--- src/design/bba_pkg.sv ---
// Shared types, constants and helpers for the buddy bitmap allocator.
// No dependencies; used by bba_ctrl, bba_dp and buddy_bitmap_allocator.
package bba_pkg;

  localparam int MaxDepth    = 16;
  localparam int HeaderBytes = 4;
  localparam int MinBucket   = 8;

  localparam int IdxW      = 17;
  localparam int SizeW     = 29;
  localparam int LvlW      = 5;
  localparam int BucketW   = 13;
  localparam int WordW     = 32;
  localparam int WordBits  = 5;
  localparam int WordAddrW = IdxW - WordBits;
  localparam int NumWords  = 1 << WordAddrW;

  typedef enum logic [2:0] {
    ST_OK     = 3'd0,
    ST_ZERO   = 3'd1,
    ST_LARGE  = 3'd2,
    ST_NOFREE = 3'd3,
    ST_BAD    = 3'd4,
    ST_DOUBLE = 3'd5
  } bba_status_e;

  localparam logic OpAlloc = 1'b0;
  localparam logic OpFree  = 1'b1;

  typedef struct packed {
    logic             operation;
    logic [SizeW-1:0] request_size;
    logic [IdxW-1:0]  block_index;
    logic [SizeW-1:0] user_offset;
  } bba_req_t;

  typedef struct packed {
    bba_status_e      status;
    logic [IdxW-1:0]  granted_index;
    logic [SizeW-1:0] granted_offset;
    logic [LvlW-1:0]  granted_level;
  } bba_rsp_t;

  typedef enum logic [3:0] {
    OP_NONE,
    OP_LOAD,
    OP_LEVEL,
    OP_NODE_LVL,
    OP_MUL,
    OP_SCAN_SET,
    OP_SCAN_CHK,
    OP_WRITE,
    OP_ANC_INIT,
    OP_UP,
    OP_SUB_INIT,
    OP_SUB_NEXT,
    OP_BUDDY,
    OP_CLEAR,
    OP_RESULT
  } bba_op_e;

  typedef struct packed {
    bba_op_e     op;
    bba_status_e status;
    logic        grant;
  } bba_cmd_t;

  typedef struct packed {
    logic alloc;
    logic zero_size;
    logic too_large;
    logic lvl_done;
    logic scan_hit;
    logic range_last;
    logic bit_set;
    logic bad_free;
    logic cur_root;
    logic sub_last;
    logic clr_done;
  } bba_sts_t;

  typedef enum logic [4:0] {
    S_CLEAR,
    S_IDLE,
    S_DECODE,
    S_LEVEL,
    S_SCWAIT,
    S_SCCHK,
    S_ANC,
    S_AWAIT,
    S_AWR,
    S_AUP,
    S_ASUB,
    S_FMUL,
    S_FCHK,
    S_FWAIT,
    S_FBIT,
    S_SWAIT,
    S_SWR,
    S_SUBEND,
    S_AMUL,
    S_ARES,
    S_MROOT,
    S_MWAIT,
    S_MCHK,
    S_PWAIT,
    S_PWR
  } bba_state_e;

  // first node index of a level: 2^lvl - 1
  function automatic logic [IdxW:0] level_first(input logic [LvlW-1:0] lvl);
    level_first = ((IdxW+1)'(1) << lvl) - (IdxW+1)'(1);
  endfunction

endpackage

--- src/design/bba_ctrl.sv ---
// Sequencer for the buddy bitmap allocator: clear pass, level search,
// ancestor/subtree marking and free merging. Depends on bba_pkg.
module bba_ctrl (
  input  logic              clk_i,
  input  logic              rst_ni,
  input  logic              start_i,
  output logic              busy_o,
  input  bba_pkg::bba_sts_t sts_i,
  output bba_pkg::bba_cmd_t cmd_o
);

  bba_pkg::bba_state_e state_q, state_d;

  always_ff @(posedge clk_i or negedge rst_ni) begin
    if (!rst_ni) begin
      state_q <= bba_pkg::S_CLEAR;
    end else begin
      state_q <= state_d;
    end
  end

  always_comb begin
    state_d      = state_q;
    cmd_o.op     = bba_pkg::OP_NONE;
    cmd_o.status = bba_pkg::ST_OK;
    cmd_o.grant  = 1'b0;
    busy_o       = (state_q != bba_pkg::S_IDLE);
    unique case (state_q)
      bba_pkg::S_CLEAR: begin
        cmd_o.op = bba_pkg::OP_CLEAR;
        if (sts_i.clr_done) state_d = bba_pkg::S_IDLE;
      end
      bba_pkg::S_IDLE: begin
        if (start_i) begin
          cmd_o.op = bba_pkg::OP_LOAD;
          state_d  = bba_pkg::S_DECODE;
        end
      end
      bba_pkg::S_DECODE: begin
        if (sts_i.alloc) begin
          if (sts_i.zero_size) begin
            cmd_o.op     = bba_pkg::OP_RESULT;
            cmd_o.status = bba_pkg::ST_ZERO;
            state_d      = bba_pkg::S_IDLE;
          end else if (sts_i.too_large) begin
            cmd_o.op     = bba_pkg::OP_RESULT;
            cmd_o.status = bba_pkg::ST_LARGE;
            state_d      = bba_pkg::S_IDLE;
          end else begin
            state_d = bba_pkg::S_LEVEL;
          end
        end else begin
          cmd_o.op = bba_pkg::OP_NODE_LVL;
          state_d  = bba_pkg::S_FMUL;
        end
      end
      bba_pkg::S_LEVEL: begin
        if (sts_i.lvl_done) begin
          cmd_o.op = bba_pkg::OP_SCAN_SET;
          state_d  = bba_pkg::S_SCWAIT;
        end else begin
          cmd_o.op = bba_pkg::OP_LEVEL;
        end
      end
      bba_pkg::S_SCWAIT: state_d = bba_pkg::S_SCCHK;
      bba_pkg::S_SCCHK: begin
        cmd_o.op = bba_pkg::OP_SCAN_CHK;
        if (sts_i.scan_hit) begin
          state_d = bba_pkg::S_ANC;
        end else if (sts_i.range_last) begin
          cmd_o.op     = bba_pkg::OP_RESULT;
          cmd_o.status = bba_pkg::ST_NOFREE;
          state_d      = bba_pkg::S_IDLE;
        end else begin
          state_d = bba_pkg::S_SCWAIT;
        end
      end
      bba_pkg::S_ANC: begin
        cmd_o.op = bba_pkg::OP_ANC_INIT;
        state_d  = bba_pkg::S_AWAIT;
      end
      bba_pkg::S_AWAIT: state_d = bba_pkg::S_AWR;
      bba_pkg::S_AWR: begin
        cmd_o.op = bba_pkg::OP_WRITE;
        state_d  = sts_i.cur_root ? bba_pkg::S_ASUB : bba_pkg::S_AUP;
      end
      bba_pkg::S_AUP: begin
        cmd_o.op = bba_pkg::OP_UP;
        state_d  = bba_pkg::S_AWAIT;
      end
      bba_pkg::S_ASUB: begin
        cmd_o.op = bba_pkg::OP_SUB_INIT;
        state_d  = bba_pkg::S_SWAIT;
      end
      bba_pkg::S_FMUL: begin
        cmd_o.op = bba_pkg::OP_MUL;
        state_d  = bba_pkg::S_FCHK;
      end
      bba_pkg::S_FCHK: begin
        if (sts_i.bad_free) begin
          cmd_o.op     = bba_pkg::OP_RESULT;
          cmd_o.status = bba_pkg::ST_BAD;
          state_d      = bba_pkg::S_IDLE;
        end else begin
          cmd_o.op = bba_pkg::OP_SUB_INIT;
          state_d  = bba_pkg::S_FWAIT;
        end
      end
      bba_pkg::S_FWAIT: state_d = bba_pkg::S_FBIT;
      bba_pkg::S_FBIT: begin
        if (!sts_i.bit_set) begin
          cmd_o.op     = bba_pkg::OP_RESULT;
          cmd_o.status = bba_pkg::ST_DOUBLE;
          state_d      = bba_pkg::S_IDLE;
        end else begin
          cmd_o.op = bba_pkg::OP_WRITE;
          state_d  = sts_i.range_last ? bba_pkg::S_SUBEND : bba_pkg::S_SWAIT;
        end
      end
      bba_pkg::S_SWAIT: state_d = bba_pkg::S_SWR;
      bba_pkg::S_SWR: begin
        cmd_o.op = bba_pkg::OP_WRITE;
        state_d  = sts_i.range_last ? bba_pkg::S_SUBEND : bba_pkg::S_SWAIT;
      end
      bba_pkg::S_SUBEND: begin
        if (!sts_i.sub_last) begin
          cmd_o.op = bba_pkg::OP_SUB_NEXT;
          state_d  = bba_pkg::S_SWAIT;
        end else if (sts_i.alloc) begin
          state_d = bba_pkg::S_AMUL;
        end else begin
          cmd_o.op = bba_pkg::OP_ANC_INIT;
          state_d  = bba_pkg::S_MROOT;
        end
      end
      bba_pkg::S_AMUL: begin
        cmd_o.op = bba_pkg::OP_MUL;
        state_d  = bba_pkg::S_ARES;
      end
      bba_pkg::S_ARES: begin
        cmd_o.op    = bba_pkg::OP_RESULT;
        cmd_o.grant = 1'b1;
        state_d     = bba_pkg::S_IDLE;
      end
      bba_pkg::S_MROOT: begin
        if (sts_i.cur_root) begin
          cmd_o.op = bba_pkg::OP_RESULT;
          state_d  = bba_pkg::S_IDLE;
        end else begin
          cmd_o.op = bba_pkg::OP_BUDDY;
          state_d  = bba_pkg::S_MWAIT;
        end
      end
      bba_pkg::S_MWAIT: state_d = bba_pkg::S_MCHK;
      bba_pkg::S_MCHK: begin
        if (sts_i.bit_set) begin
          cmd_o.op = bba_pkg::OP_RESULT;
          state_d  = bba_pkg::S_IDLE;
        end else begin
          cmd_o.op = bba_pkg::OP_UP;
          state_d  = bba_pkg::S_PWAIT;
        end
      end
      bba_pkg::S_PWAIT: state_d = bba_pkg::S_PWR;
      bba_pkg::S_PWR: begin
        cmd_o.op = bba_pkg::OP_WRITE;
        state_d  = bba_pkg::S_MROOT;
      end
      default: state_d = bba_pkg::S_IDLE;
    endcase
  end

endmodule

--- config.mk ---
export PLATFORM = sky130hd
export DESIGN_NAME = bba_ctrl
export DESIGN_NICKNAME = d
export VERILOG_FILES = /design/src/design/bba_pkg.sv /design/src/design/bba_ctrl.sv
export SDC_FILE = /design/constraint.sdc
export NUM_CORES = 1
export LEC_CHECK = 0
export BUFFER_PORTS_ARGS = -buffer_cell sky130_fd_sc_hd__buf_2
export CAP_MARGIN = 10
export CORE_ASPECT_RATIO = 1.5
export CORE_MARGIN = 4
export CORE_UTILIZATION = 35
export DETAILED_ROUTE_END_ITERATION = 10
export GPL_ROUTABILITY_DRIVEN = 0
export GPL_TIMING_DRIVEN = 1
export PLACE_DENSITY = 0.59
export SLEW_MARGIN = 20
export SYNTH_ARGS = -nofsm -noshare
export SYNTH_HDL_FRONTEND = slang
export SYNTH_SLANG_ARGS = --single-unit
--- constraint.sdc ---
create_clock -name clk_i -period 2.2 [get_ports clk_i]
set_input_delay 0.33 -clock clk_i [delete_from_list [all_inputs] [get_ports clk_i]]
set_output_delay 0.33 -clock clk_i [all_outputs]
set_load 0.02 [all_outputs]
==> out/metrics.cfg <==
[routing]
dr.pass1.iters = 6
viasPerCell = 6.39
drt-total-wl_mm = 4.10
vias = 1469
drtIter0Drc = 123
wire_per_inst_um = 17.8
drcViolationCount = 0
ant_nets = 0

[global_routing]
grtUsageTotal_pct = 20.7
use_met1_pct = 23.6
antenna_found_initial = 0
grt_pass1_vias = 1267
grt_remaining_overflow = 0
grt-busiest-layer = met2
grt_pass1_wl_mm = 5.92
grt_use_met3_pct = 3.49
grt_max_degree = 23
use_met2_pct = 33.7

[critical_path]
rr_worst_depth = 7
critPathCaptureType = output pin
cp-start-kind = register
rrSetupSlack_ns = 0.23
crit_start = state_q[2]$_DFFE_PN0P_
r2r_start = state_q[3]$_DFFE_PN0P_
timing.rr.end = state_q[1]$_DFFE_PN0P_
arrival_ns = 1.88
required_ns = 1.87
crit_end = cmd_o[7]
crit_type = reg -> out
crit_fanout = 8

[finish]
layout-drive-gt1-share_pct = 42.8
largest_registers = state_q (5)
mostFrequentLayoutCells = buf_4 (30), nor2_1 (19), buf_2 (19)
layout_commonest_cell = buf_4
fillers = 241
syn2layout_area_growth_pct = 53.7
fin_util_pct = 58.0
final_cells = 230
largest_reg_flops = 5
regMostFlops = state_q
postLayoutCellArea_um2 = 1470
fin_nets = 209
diodes = 0

[yosys]
synth_area_um2 = 955
ys_top_cells_by_area = dfrtp_1 (13%), a21oi_1 (8.4%), nor2_1 (8.3%), nand2_1 (5.5%), o21ai_0 (4.7%)
synthSimpleGateAreaFrac_pct = 35.1
synth_top_area_share_pct = 13.1
synth_edf_count = 0
synth_cells = 146
synth_top_family_by_area = compound AO/OA/AOI/OAI gates
synth_ff_type = dfrtp_1
synth_compound_area_share_pct = 39.8
synthDistinctLibCells = 47
synth-xor-area-share_pct = 0.917
synthArstFlopShare_pct = 100
synthMuxAreaShare_pct = 1.05
ys_seq_area_share_pct = 13.1
synth_warnings = 0
yosysTopAreaCell = dfrtp_1
synth_seq_cells = 5
synth_adder_area_share_pct = 0
synth_nets = 160
synth.avg_cell_area_um2 = 6.54

[clock_network]
h-tree-depth = 1
clk_pin_slew_ns = 0.05
clock_path_buffers = 2
cts_buffers = 3
worst_skew_pair.late_latency_ns = 0.24
clockRootBuffer = clkbuf_4
cts_num_sinks = 5
cts_tree = yes

[die]
dieArea_um2 = 3640
initial_utilization_pct = 37.7
rows = 22
io_pins = 23
core_area_um2 = 2530
die_y_um = 72.0
dieWidth_um = 50.6

[timing]
hold_viol = 0
slew_headroom_pct = 62.5
worst_pin_slew_ns = 0.548
setup-violations-final = 1
fin_crit_sh_pct = 100
clock_skew_ns = 0.00430
grt_setup_unrepaired = true
max_freq_mhz = 453
setup_ws_ns = -0.00863
fin_crit_ns = 2.21
final-max-slew-violation-count = 0

[placed_design]
placedInstanceArea_um2 = 1160
port_buffers = 22
dp_hpwl_mm = 2.75
dp.cells = 208

[worst_hold_path]
hp-class = in -> async

[power]
powerDensity_nw_per_um2 = 1740
p_total_mw = 2.55
ir_drop_mv = 1.12
p_leak_nw = 0.657

[status]
outcome = finished, violations left
violations = setup timing

[run]
cap_violations = 0

==> power by group <==
part / internal, mW / leakage [nW] / switching (mW) / total, mW
registers: 0.147 / 0.0570 / 0.0812 / 0.229
logic: 1.03 / 0.585 / 1.19 / 2.22
clock network: 0.0686 / 0.0150 / 0.0384 / 0.107
total: 1.25 / 0.657 / 1.31 / 2.55
==> routing by layer <==
metal	share of wire, %	up-vias	wire length [um]
li1	-	644	-
met1	36	650	1480
met2	46	133	1910
met3	9.5	42	391
met4	8.0	0	327
met5	0	-	0
==> logic make-up after synthesis <==
| family | count (synthesis) |
|---|---|
| xor gates and xnor gates | 1 |
| DFF | 5 |
| AOI/OAI and AO/OA | 57 |
| buffers and inverters | 15 |
| and+or+nand+nor | 67 |
| muxes | 1 |
==> final cells by class <==
class	instances	area [um2]	area share, %
Tap cell	36	45.0	3.07
Timing Repair Buffer	57	418	28.5
Multi-Input combinational cell	126	841	57.3
Clock buffer	4	26.3	1.79
Inverter	2	7.51	0.512
Sequential cell	5	130	8.87
==> synthesized netlist by cell type (all sizes together) (2+ instances only) <==
cell type and instances:
a211oi 2, a21oi 16, a22oi 2, a31oi 2
a32oi 2, buf 11, clkbuf 2, dfrtp 5
inv 2, nand2 14, nand2b 8, nand3 5
nor2 21, nor2b 5, nor3 4, o211ai 2
o21ai 11, o22ai 4, o32ai 3, or2 3
or4 2
==> repair_timing <==
action / 4_1_cts / 5_1_grt
pin swaps: 0 / 10
resized for setup: 8 / 29
hold buffers: 1 / 0
setup endpoints to repair: 5 / 5
cloned: 0 / 0
endpoints found under the hold margin: 5 / 0
setup buffers: 3 / 14
==> worst max-delay path, stage by stage, from the launching register on <==
cell,delay [ns]
dfrtp_2,0.46
buf_4,0.19
buf_4,0.17
nand4_1,0.18
o41ai_4,0.13
or3_1,0.35
buf_6,0.15
==> how the worst min path moves through the flow <==
stage / depth (start not counted) / slack [ns] / endpoint
floorplan: 0 / 0.03 / state_q[0]$_DFFE_PN0P_
global placement: 1 / 0.15 / state_q[4]$_DFFE_PN0P_
detailed placement: 1 / 0.15 / state_q[4]$_DFFE_PN0P_
CTS: 2 / 0.42 / state_q[1]$_DFFE_PN0P_
global route: 2 / 0.42 / state_q[1]$_DFFE_PN0P_
finish: 2 / 0.43 / state_q[1]$_DFFE_PN0P_
==> through the flow <==
step | setup slack (ns) | hold WS, ns | setup TNS [ns]
after floorplan | 0.343 | 0.0344 | 0
after CTS | 0.00195 | 0.425 | 0
after global routing | -0.0739 | 0.424 | -0.198
after global placement | 0.168 | 0.149 | 0
final | -0.00863 | 0.430 | -0.00863
after detailed placement | 0.171 | 0.154 | 0
No activity file was read; power rests on OpenSTA's default activity.
